File: src/hw/rtl/qau_pkg.sv
// Shared constants and types for the quaternion arithmetic unit.
// No dependencies.
`timescale 1ns / 1ps
package qau_pkg;
	localparam int FRAC_BITS_DEF = 28;
	localparam int QDEPTH = 4;
	localparam logic [1:0] MODE_MUL = 2'd0;

	// One classified request handed from front to back
	typedef struct packed {
		logic              norm;
		logic              conj;
		logic signed [31:0] a_w, a_x, a_y, a_z;
		logic signed [31:0] b_w, b_x, b_y, b_z;
	} req_t;
endpackage

File: src/hw/rtl/qau_front.sv
// Front part: accepts requests, classifies the mode and queues them.
// Depends on qau_pkg.
`timescale 1ns / 1ps
module qau_front import qau_pkg::*; (
	input  logic        clk,
	input  logic        arst_n,
	input  logic        start,
	output logic        busy,
	input  logic [1:0]  mode,
	input  logic [31:0] a_w, a_x, a_y, a_z, b_w, b_x, b_y, b_z,
	output logic        req_valid,
	output req_t        req,
	input  logic        req_take
);
	req_t mem_q [QDEPTH];
	logic [1:0] wp_q, rp_q;
	logic [2:0] cnt_q;
	logic push;

	assign busy = (cnt_q == 3'(QDEPTH));
	assign push = start && !busy;
	assign req_valid = (cnt_q != 3'd0);
	assign req = mem_q[rp_q];

	// Store a classified request
	always_ff @(posedge clk) begin
		if (push) begin
			mem_q[wp_q] <= '{norm: (mode != MODE_MUL), conj: mode[1],
				a_w: a_w, a_x: a_x, a_y: a_y, a_z: a_z,
				b_w: b_w, b_x: b_x, b_y: b_y, b_z: b_z};
		end
	end

	// Advance pointers and fill count
	always_ff @(posedge clk or negedge arst_n) begin
		if (!arst_n) begin
			wp_q <= '0; rp_q <= '0; cnt_q <= '0;
		end else begin
			if (push) wp_q <= wp_q + 2'd1;
			if (req_take && req_valid) rp_q <= rp_q + 2'd1;
			cnt_q <= cnt_q + 3'(push) - 3'(req_take && req_valid);
		end
	end
endmodule

File: config.mk
export PLATFORM = sky130hd
export DESIGN_NAME = qau_front
export DESIGN_NICKNAME = d
export VERILOG_FILES = /design/src/hw/rtl/qau_pkg.sv /design/src/hw/rtl/qau_front.sv
export SDC_FILE = /design/constraint.sdc
export NUM_CORES = 1
export LEC_CHECK = 0
export BUFFER_PORTS_ARGS = -buffer_cell sky130_fd_sc_hd__buf_4
export CAP_MARGIN = 30
export CORE_MARGIN = 2
export CORE_UTILIZATION = 25
export DETAILED_ROUTE_END_ITERATION = 6
export SLEW_MARGIN = 5
export SYNTH_ARGS = -nofsm -noshare
export SYNTH_HDL_FRONTEND = slang
export SYNTH_SLANG_ARGS = --single-unit
File: constraint.sdc
create_clock -name clk -period 7.9 [get_ports clk]
set_input_delay 0.79 -clock clk [delete_from_list [all_inputs] [get_ports clk]]
set_output_delay 0.79 -clock clk [all_outputs]
set_load 0.005 [all_outputs]
* Word-level counts from Yosys, hierarchy flattened
Memories as Yosys holds them, arrays and structs flattened.
Cells that the tools add are included.
** Cells by class
- Add/sub/neg operators :: 4
- Multipliers :: 0
- Divide/modulo/power cells :: 0
- Magnitude comparators :: 0
- Eq/ne operators :: 1
- Shifts and indexed selects :: 0
- Muxes and demuxes :: 2
- Bitwise operators :: 0
- Reductions and logical operators :: 5
** Operators with widths (count)
- adder 2 x 1 -> 2 bit, second input constant :: 2
- adder 3 x 1 -> 3 bit :: 1
- equality test 3 bit, second input constant :: 1
- nonzero test 3 bit :: 1
- subtractor 3 x 1 -> 3 bit :: 1
- logical AND 1 bit :: 2
- 2-to-1 mux 1 bit :: 2
- nonzero test 2 bit :: 1
- logical NOT 1 bit :: 1
** Storage, ports and cells
- Register bits :: 7
- Bits in latches :: 0
- RAM bits :: 1032
- ROM bits :: 0
- Input port bits :: 262
- Output and inout port bits :: 260
- Memories :: 1
** Memories
- mem_q :: depth 4, width 258, read ports 1, clocked after memory_dff 0, write ports 1, line qau_front.sv:15 : req_t mem_q [QDEPTH];

* Longest topological paths before layout
Gate-level depths: netlist (run 1).
- Depth after elaboration :: 5
- Depth in mapped cells :: 9

* Worst setup path before layout (run 1)
OpenSTA, ideal clock, no wires.
- Path type :: in2reg
- Start point :: input start
- End point :: memory mem_q[0][0] in the netlist's numbering, enable pin
- Library setup time :: 654 ps
- Arrival time :: 6715 ps
- Data required time :: 7246 ps
- Slack :: 531 ps
- Stages :: 1
- Cell sequence :: and3b_1
** On the way
- Word-level cells in the longest chain between the ends :: 3
** RTL lines
- start, declared :: line qau_front.sv:7 : input logic start,
- logical AND 1 bit :: line qau_front.sv:21 : assign push = start && !busy;
- 2-to-1 mux 1 bit :: line qau_front.sv:27 : if (push) begin
- 2-to-1 mux 1 bit (not written as such) :: line qau_front.sv:28 : mem_q[wp_q] <= '{norm: (mode != MODE_MUL), conj: mode[1],
- end, declared :: line qau_front.sv:15
Every way passes these cells.

==> results of run 1 <==
[worst reg2reg max path, cell delays in order (launching register included)]
cell	delay (ns)
dfrtp_1	0.44
nor3b_1	0.25
and3b_4	0.74
buf_4	0.56
buf_12	0.49
[cell usage after synthesis, drive strengths merged, types with 2 or more instances]
library cell	instances	share of area, %
nand2b	4	0.066
ha	6	0.20
buf	52	1.1
clkbuf	6	0.060
xnor2	3	0.070
mux4	258	15
edfxtp	1032	82
dfrtp	7	0.46
o211ai	2	0.040
and3b	4	0.093
inv	5	0.050
or4bb	2	0.060
[cells by family (layout without fill, tap and decap cells)]
| logic type | Yosys count | after routing | share of synthesized area (%) |
|---|---|---|---|
| flops | 1039 | 1039 | 82.7 |
| mux | 258 | 258 | 15.4 |
| buf+inv | 63 | 740 | 1.19 |
| simple gates | 14 | 14 | 0.282 |
| fa+ha+maj | 7 | 7 | 0.252 |
| compound gates | 4 | 4 | 0.0863 |
| xor+xnor | 4 | 4 | 0.0930 |
| other cells | 0 | 1 | 0 |
[area by class of cell]
| cell class | instances | area [sq um] |
|---|---|---|
| diodes | 1 | 2.50 |
| clock buffers | 135 | 2850 |
| multi-input cells | 287 | 6090 |
| flip-flops and latches | 1039 | 31200 |
| fillers | 14200 | 102000 |
| well taps | 2016 | 2520 |
| inverters | 5 | 18.8 |
| repair buffers | 540 | 4210 |
| clock inverters | 60 | 648 |
[state kept, by name (all words and copies together), names as in the netlist]
signal and flops:
cnt_q 3, mem_q 1032, rp_q 2, wp_q 2
[worst paths after layout]
kind | end | slack [ns] | depth (start not counted)
max | req[39] | 3.58 | 4
min | mem_q[2][178]$_DFFE_PP_ | 0.26 | 1
max reg2reg | mem_q[3][74]$_DFFE_PP_ | 4.75 | 4
min reg2reg | wp_q[1]$_DFFE_PN0P_ | 0.62 | 2
max in group asynchronous | rp_q[0]$_DFFE_PN0P_ | 7.29 | 2
min in group asynchronous | wp_q[0]$_DFFE_PN0P_ | 0.47 | 2
[through the flow]
stage | cell area (sq um) | util, %
5_1_grt | 47500 | 31.7
3_5_place_dp | 44000 | 29.4
6_report | 47500 | 31.7
2_1_floorplan | 37700 | -
4_1_cts | 47500 | 31.7
3_3_place_gp | 44000 | 29.4
[report_power, final]
group          total, mW  internal (mW)  switching (mW)
registers           7.56           7.27           0.291
logic               5.18           2.64            2.54
clock network       4.94           2.84            2.10
total               17.7           12.8            4.93
[repair_timing]
action | 4_1_cts | 5_1_grt
hold buffers | 1 | 0
hold endpoints to repair | 7 | 0
endpoints found under the setup margin | 0 | 0
[metal layers]
metal / share of wire [%] / track usage, % / wire (um)
met1: 38 / 12.3 / 31700
met2: 49 / 17.0 / 40100
met3: 11 / 4.59 / 8790
met4: 2.1 / 3.28 / 1740
met5: 0.14 / 0 / 113
==> impl_summary.txt, run 1 <==
----------------------------------------------------
[Clocking]
  Total clock sinks ... 1039
  Root Driver ... clkbuf_16
  Clock transition at the register clock pins on the worst setup and hold paths after CTS ... 0.07 ns
  H-tree levels ... 3
  Clock tree from TritonCTS ... done
  Buffer count from post-CTS setup fixing ... 0
  Maximum root-to-sink buffer count ... 3
  Clock network latency to the later pin of the worst-skew pair ... 0.71 ns
  Count of instances resized after the clock tree is built ... 0
  TritonCTS buffer count ... 107

[Floorplan]
  Rows ... 142
  Initial core utilization ... 25.2%
  Area of the core ... 0.150 sq mm
  Height of the chip ... 392 um
  Number of top-level pins ... 522
  Floorplan die area ... 0.154 sq mm
  DIE WIDTH ... 392 um

[Drt]
  Overall via count from detail_route ... 16900
  First-iteration detailed-routing DRC count ... 856
  Post-route DRC ... 0
  Drt wl/cell ... 20.2 um
  Wire length reported by the detailed router ... 82500 um
  Vias per cell ... 4.13
  First drt pass iteration count ... 4
  Number of antenna-violating nets in the routed design ... 0

[Status]
  Outcome ... complete, no violations

[Pwr]
  Overall power after layout ... 17.7 mW
  Pwr per Cell Area ... 372 mW/mm^2
  Peak ir drop on the vdd network ... 0.247 mV
  Pleak ... 15.6 nW

[Synthesis]
  Post-synthesis average cell area ... 27.1 sq um
  Number of enable flip-flop cells after synthesis ... 1032
  Net count after synthesis ... 1658
  Sequential cell area fraction in the yosys report ... 82.7%
  Flip-flop and latch count after synthesis ... 1039
  Top_reg_cell synth ... edfxtp_1
  Number of distinct library cells after synthesis ... 22
  Netlist area before placement ... 0.0377 sq mm
  Share of async-settable or async-resettable flops after synthesis ... 0.674%
  Number of warnings issued by yosys ... 0
  Number of standard cells after synthesis ... 1389

[Setup path]
  Most used cell along the critical path ... buf_4
  Top delay family on crit path ... buffers and inverters
  Startpoint-to-endpoint class of the critical path ... reg -> out
  Data arrival time of the critical path ... 3.53 ns
  Number of buffers and inverters on the critical path ... 3
  Crit start category ... register
  Data required, critical path ... 7.11 ns
  CP startpoint ... rp_q[0]$_DFFE_PN0P_
  Peak per-stage delay on the critical path ... 0.87 ns
  Endpoint class of the critical path ... primary output
  Launching point of the worst reg2reg path ... cnt_q[2]$_DFF_PN0_
  Cell breakdown of the critical path ... buf_12 -> buf_4 -> mux4_2 -> buf_4
  Critical Path Slowest Stage Cell ... dfrtp_4
  Crit Path Max Fanout ... 83

[GRT]
  Via count of the first global-routing pass ... 18200
  Leftover overflow at the end of global routing ... 0
  Antenna violations before repair ... 11
  Pin count of the biggest net entering global routing ... 125
  First-pass GRT wire length ... 119000 um
  Global router's overall resource usage ... 10.4%

[Place]
  Port Buffer Count ... 521
  Post-detailed-placement half-perimeter wirelength ... 51500 um
  Final weighted congestion in routability-driven placement ... 0.725
  Worst slack at placement ... 4.16 ns
  Total instance count after detailed placement ... 3886

[Cells and area]
  Fraction of final layout cells with drive strength greater than 1 ... 46.5%
  Final standard cell count with taps included and fillers excluded ... 4083
  Most common cell after layout, fill and taps aside ... edfxtp_1
  Most used cells in the layout excluding fill and tap cells ... 1032 x edfxtp_1, 527 x buf_4, 258 x mux4_2
  Final-stage net count ... 2249
  Area Growth Syn to Fin ... 26.1%

[STA]
  Max-slew violation count ... 0
  Post-layout minimum cycle time ... 4.32 ns
  Layout Skew ... 0.0353 ns
  Post-route setup slack ... 3.58 ns
  Period Utilization, post-route ... 54.7%
  Slew at the pin closest to its max-slew limit ... 1.16 ns
  Count of final hold-check violations ... 0
  Post-route setup TNS ... 0 ns
  RSZ-0062 raised after global routing ... false
  Worst-case headroom to the max-slew limit ... 22.5%
  Post-route worst hold slack ... 0.261 ns
  Maximum achievable frequency ... 232 MHz
  Setup violations, final ... 0

[Flow run]
  Reported max-cap violation count ... 0

[Min path]
  Hold Startpoint ... a_y[18]
  Class of the tightest hold or removal check ... in -> reg

----------------------------------------------------
Note: power is estimated with default switching activity, not from simulation.
==> run 2, diff against run 1 <==
- clock period: 7.9 -> 4.5 ns (I/O delays scaled with it)
==> impl_summary.txt, run 2 (synthesized netlist as in run 1, its figures left out) <==
----------------------------------------------------
[Status]
  Outcome ... complete, no violations

[Floorplan]
  Rows ... 142 (unchanged)
  DIE WIDTH ... 392 um (unchanged)
  Floorplan die area ... 0.154 sq mm (unchanged)
  Number of top-level pins ... 522 (unchanged)
  Initial core utilization ... 25.2% (unchanged)
  Area of the core ... 0.150 sq mm (unchanged)
  Height of the chip ... 392 um (unchanged)

[Clocking]
  H-tree levels ... 3 (unchanged)
  Clock transition at the register clock pins on the worst setup and hold paths after CTS ... 0.06 ns (about the same)
  Clock tree from TritonCTS ... done
  Clock network latency to the later pin of the worst-skew pair ... 0.72 ns (about the same)
  TritonCTS buffer count ... 108 (+0.93%)
  Root Driver ... clkbuf_16
  Maximum root-to-sink buffer count ... 3 (unchanged)
  Total clock sinks ... 1039 (unchanged)

[Cells and area]
  Most common cell after layout, fill and taps aside ... edfxtp_1
  Flip-flop count of the largest register after layout ... 1032 (unchanged)
  Register bank with the most flops ... mem_q
  Biggest registers after layout ... mem_q (1032), cnt_q (3)
  Fraction of the core area covered by cells at the end of the flow ... 33.8% (+2.1 points)
  Fraction of final layout cells with drive strength greater than 1 ... 42.6% (-3.9 points)
  Final-stage net count ... 2565 (+14%)
  Most used cells in the layout excluding fill and tap cells ... 1032 x edfxtp_1, 580 x buf_4, 261 x dlygate4sd3_1
  Area Growth Syn to Fin ... 34.4%

[Drt]
  Met2 wire length ... 44200 um (+10%)
  Drt wl/cell ... 19.7 um (-2.4%)
  Number of antenna-violating nets in the routed design ... 0 (unchanged)
  Vias per cell ... 4.11 (-0.42%)
  Overall via count from detail_route ... 18100 (+7.4%)
  WL met1 ... 33900 um (+6.7%)
  First-iteration detailed-routing DRC count ... 1050 (+23%)
  Top layer in use ... met5
  Met3 wire len ... 6680 um (-24%)
  Post-route DRC ... 0 (unchanged)
  First drt pass iteration count ... 5 (+1)
  Wire length reported by the detailed router ... 86900 um (+5.3%)

[Setup path]
  Crit Path Max Fanout ... 68 (-18%)
  Endpoint class of the critical path ... primary output
  CP startpoint ... rp_q[0]$_DFFE_PN0P_
  Critical Path Slowest Stage Cell ... dfrtp_4
  Top delay family on crit path ... flip-flops
  Launching point of the worst reg2reg path ... cnt_q[1]$_DFF_PN0_
  Startpoint-to-endpoint class of the critical path ... reg -> out
  Number of buffers and inverters on the critical path ... 2 (-1)
  Cell breakdown of the critical path ... buf_12 -> mux4_2 -> buf_4
  Peak per-stage delay on the critical path ... 0.98 ns (+0.11 ns)
  Data arrival time of the critical path ... 3.09 ns (-0.44 ns)
  Crit start category ... register
  Data required, critical path ... 4.05 ns (-3.06 ns)

[STA]
  Post-layout minimum cycle time ... 3.54 ns
  RSZ-0062 raised after global routing ... false
  Period Utilization, post-route ... 78.6%
  Post-route setup TNS ... 0 ns (unchanged)
  Max-slew violation count ... 0 (unchanged)
  Worst-case headroom to the max-slew limit ... 38.5% (+16 points)
  Count of final hold-check violations ... 0 (unchanged)
  Layout Skew ... 0.0397 ns (+0.00441 ns)
  Maximum achievable frequency ... 283 MHz
  Setup violations, final ... 0 (unchanged)
  Slew at the pin closest to its max-slew limit ... 0.923 ns (-0.240 ns)

[GRT]
  Antenna violations before repair ... 4 (-7)
  Global router's overall resource usage ... 11.0% (+0.62 points)
  Pin count of the biggest net entering global routing ... 91 (-27%)
  First-pass GRT wire length ... 128000 um (+6.9%)
  Leftover overflow at the end of global routing ... 0 (unchanged)
  Via count of the first global-routing pass ... 20200 (+11%)

[Place]
  Post-detailed-placement half-perimeter wirelength ... 55800 um (+8.4%)
  Final weighted congestion in routability-driven placement ... 0.739 (+1.9%)
  Port Buffer Count ... 521 (unchanged)

[Pwr]
  Pleak ... 17.0 nW (+9.0%)
  Overall power after layout ... 31.8 mW (+80%)
  Peak ir drop on the vdd network ... 0.442 mV (+79%)
  Pwr per Cell Area ... 627 mW/mm^2 (+68%)

[Min path]
  Class of the tightest hold or removal check ... in -> async

[Flow run]
  Reported max-cap violation count ... 0 (unchanged)

----------------------------------------------------
[run 2: cell types whose count changed in the layout (fill, tap and decap cells not counted), moves of 2 or more]
cell and change:
clkinv_4 +3, inv_6 -3, clkbuf_8 -4, clkinv_1 -3, clkbuf_1 +6, bufinv_16 +4, diode_2 +3, inv_16 -2
dlygate4sd3_1 +260, buf_4 +53
[run 2: area by class of cell]
type	instances	area [sq um]
repair buffers	855	7250
fillers	13800	99100
well taps	2016	2520
flip-flops and latches	1039	31200
inverters	5	18.8
clock inverters	61	749
diodes	4	10.0
multi-input cells	287	6090
clock buffers	138	2850
[run 2: final timing paths]
kind	end	slack (ns)	depth (start not counted)
max reg2reg	mem_q[1][37]$_DFFE_PP_	1.82	3
min in group clk	mem_q[2][36]$_DFFE_PP_	0.48	2
min reg2reg	wp_q[1]$_DFFE_PN0P_	0.62	2
max	req[107]	0.96	3
max in group asynchronous	rp_q[1]$_DFFE_PN0P_	4.21	2
min	cnt_q[1]$_DFF_PN0_	0.14	2
[run 2: metal layers]
layer / GRT usage [%] / up-vias
met5: 0 / -
met4: 3.70 / 2
met3: 3.19 / 132
met2: 18.9 / 601
met1: 13.2 / 9475
li1: - / 7897
[run 2: timing repair]
item / CTS / global route
buffers inserted: 0 / 0
resized for setup: 0 / 0
hold buffers: 261 / 0
endpoints found under the hold margin: 1042 / 0
[run 2: through the flow]
stage	hold slack [ns]	setup slack [ns]	instance area [sq um]	cells
CTS	0.0201	0.776	50700	4401
global placement	0.267	1.63	44400	3940
detailed placement	0.268	1.62	44500	3941
floorplan	0.154	0.213	37700	1389
global route	0.0830	0.714	50700	4402
finish	0.143	0.963	50700	4405
[run 2: power by group]
part | switching (mW) | internal (mW)
clock | 3.67 | 5.20
combinational | 4.56 | 4.99
sequential | 0.615 | 12.7
total | 8.85 | 22.9
[run 2: worst register-to-register path, cell delays in order (launching register included)]
cell and delay, ns:
dfrtp_1 0.49, nor3b_1 0.20, and3b_4 0.92, buf_12 0.48
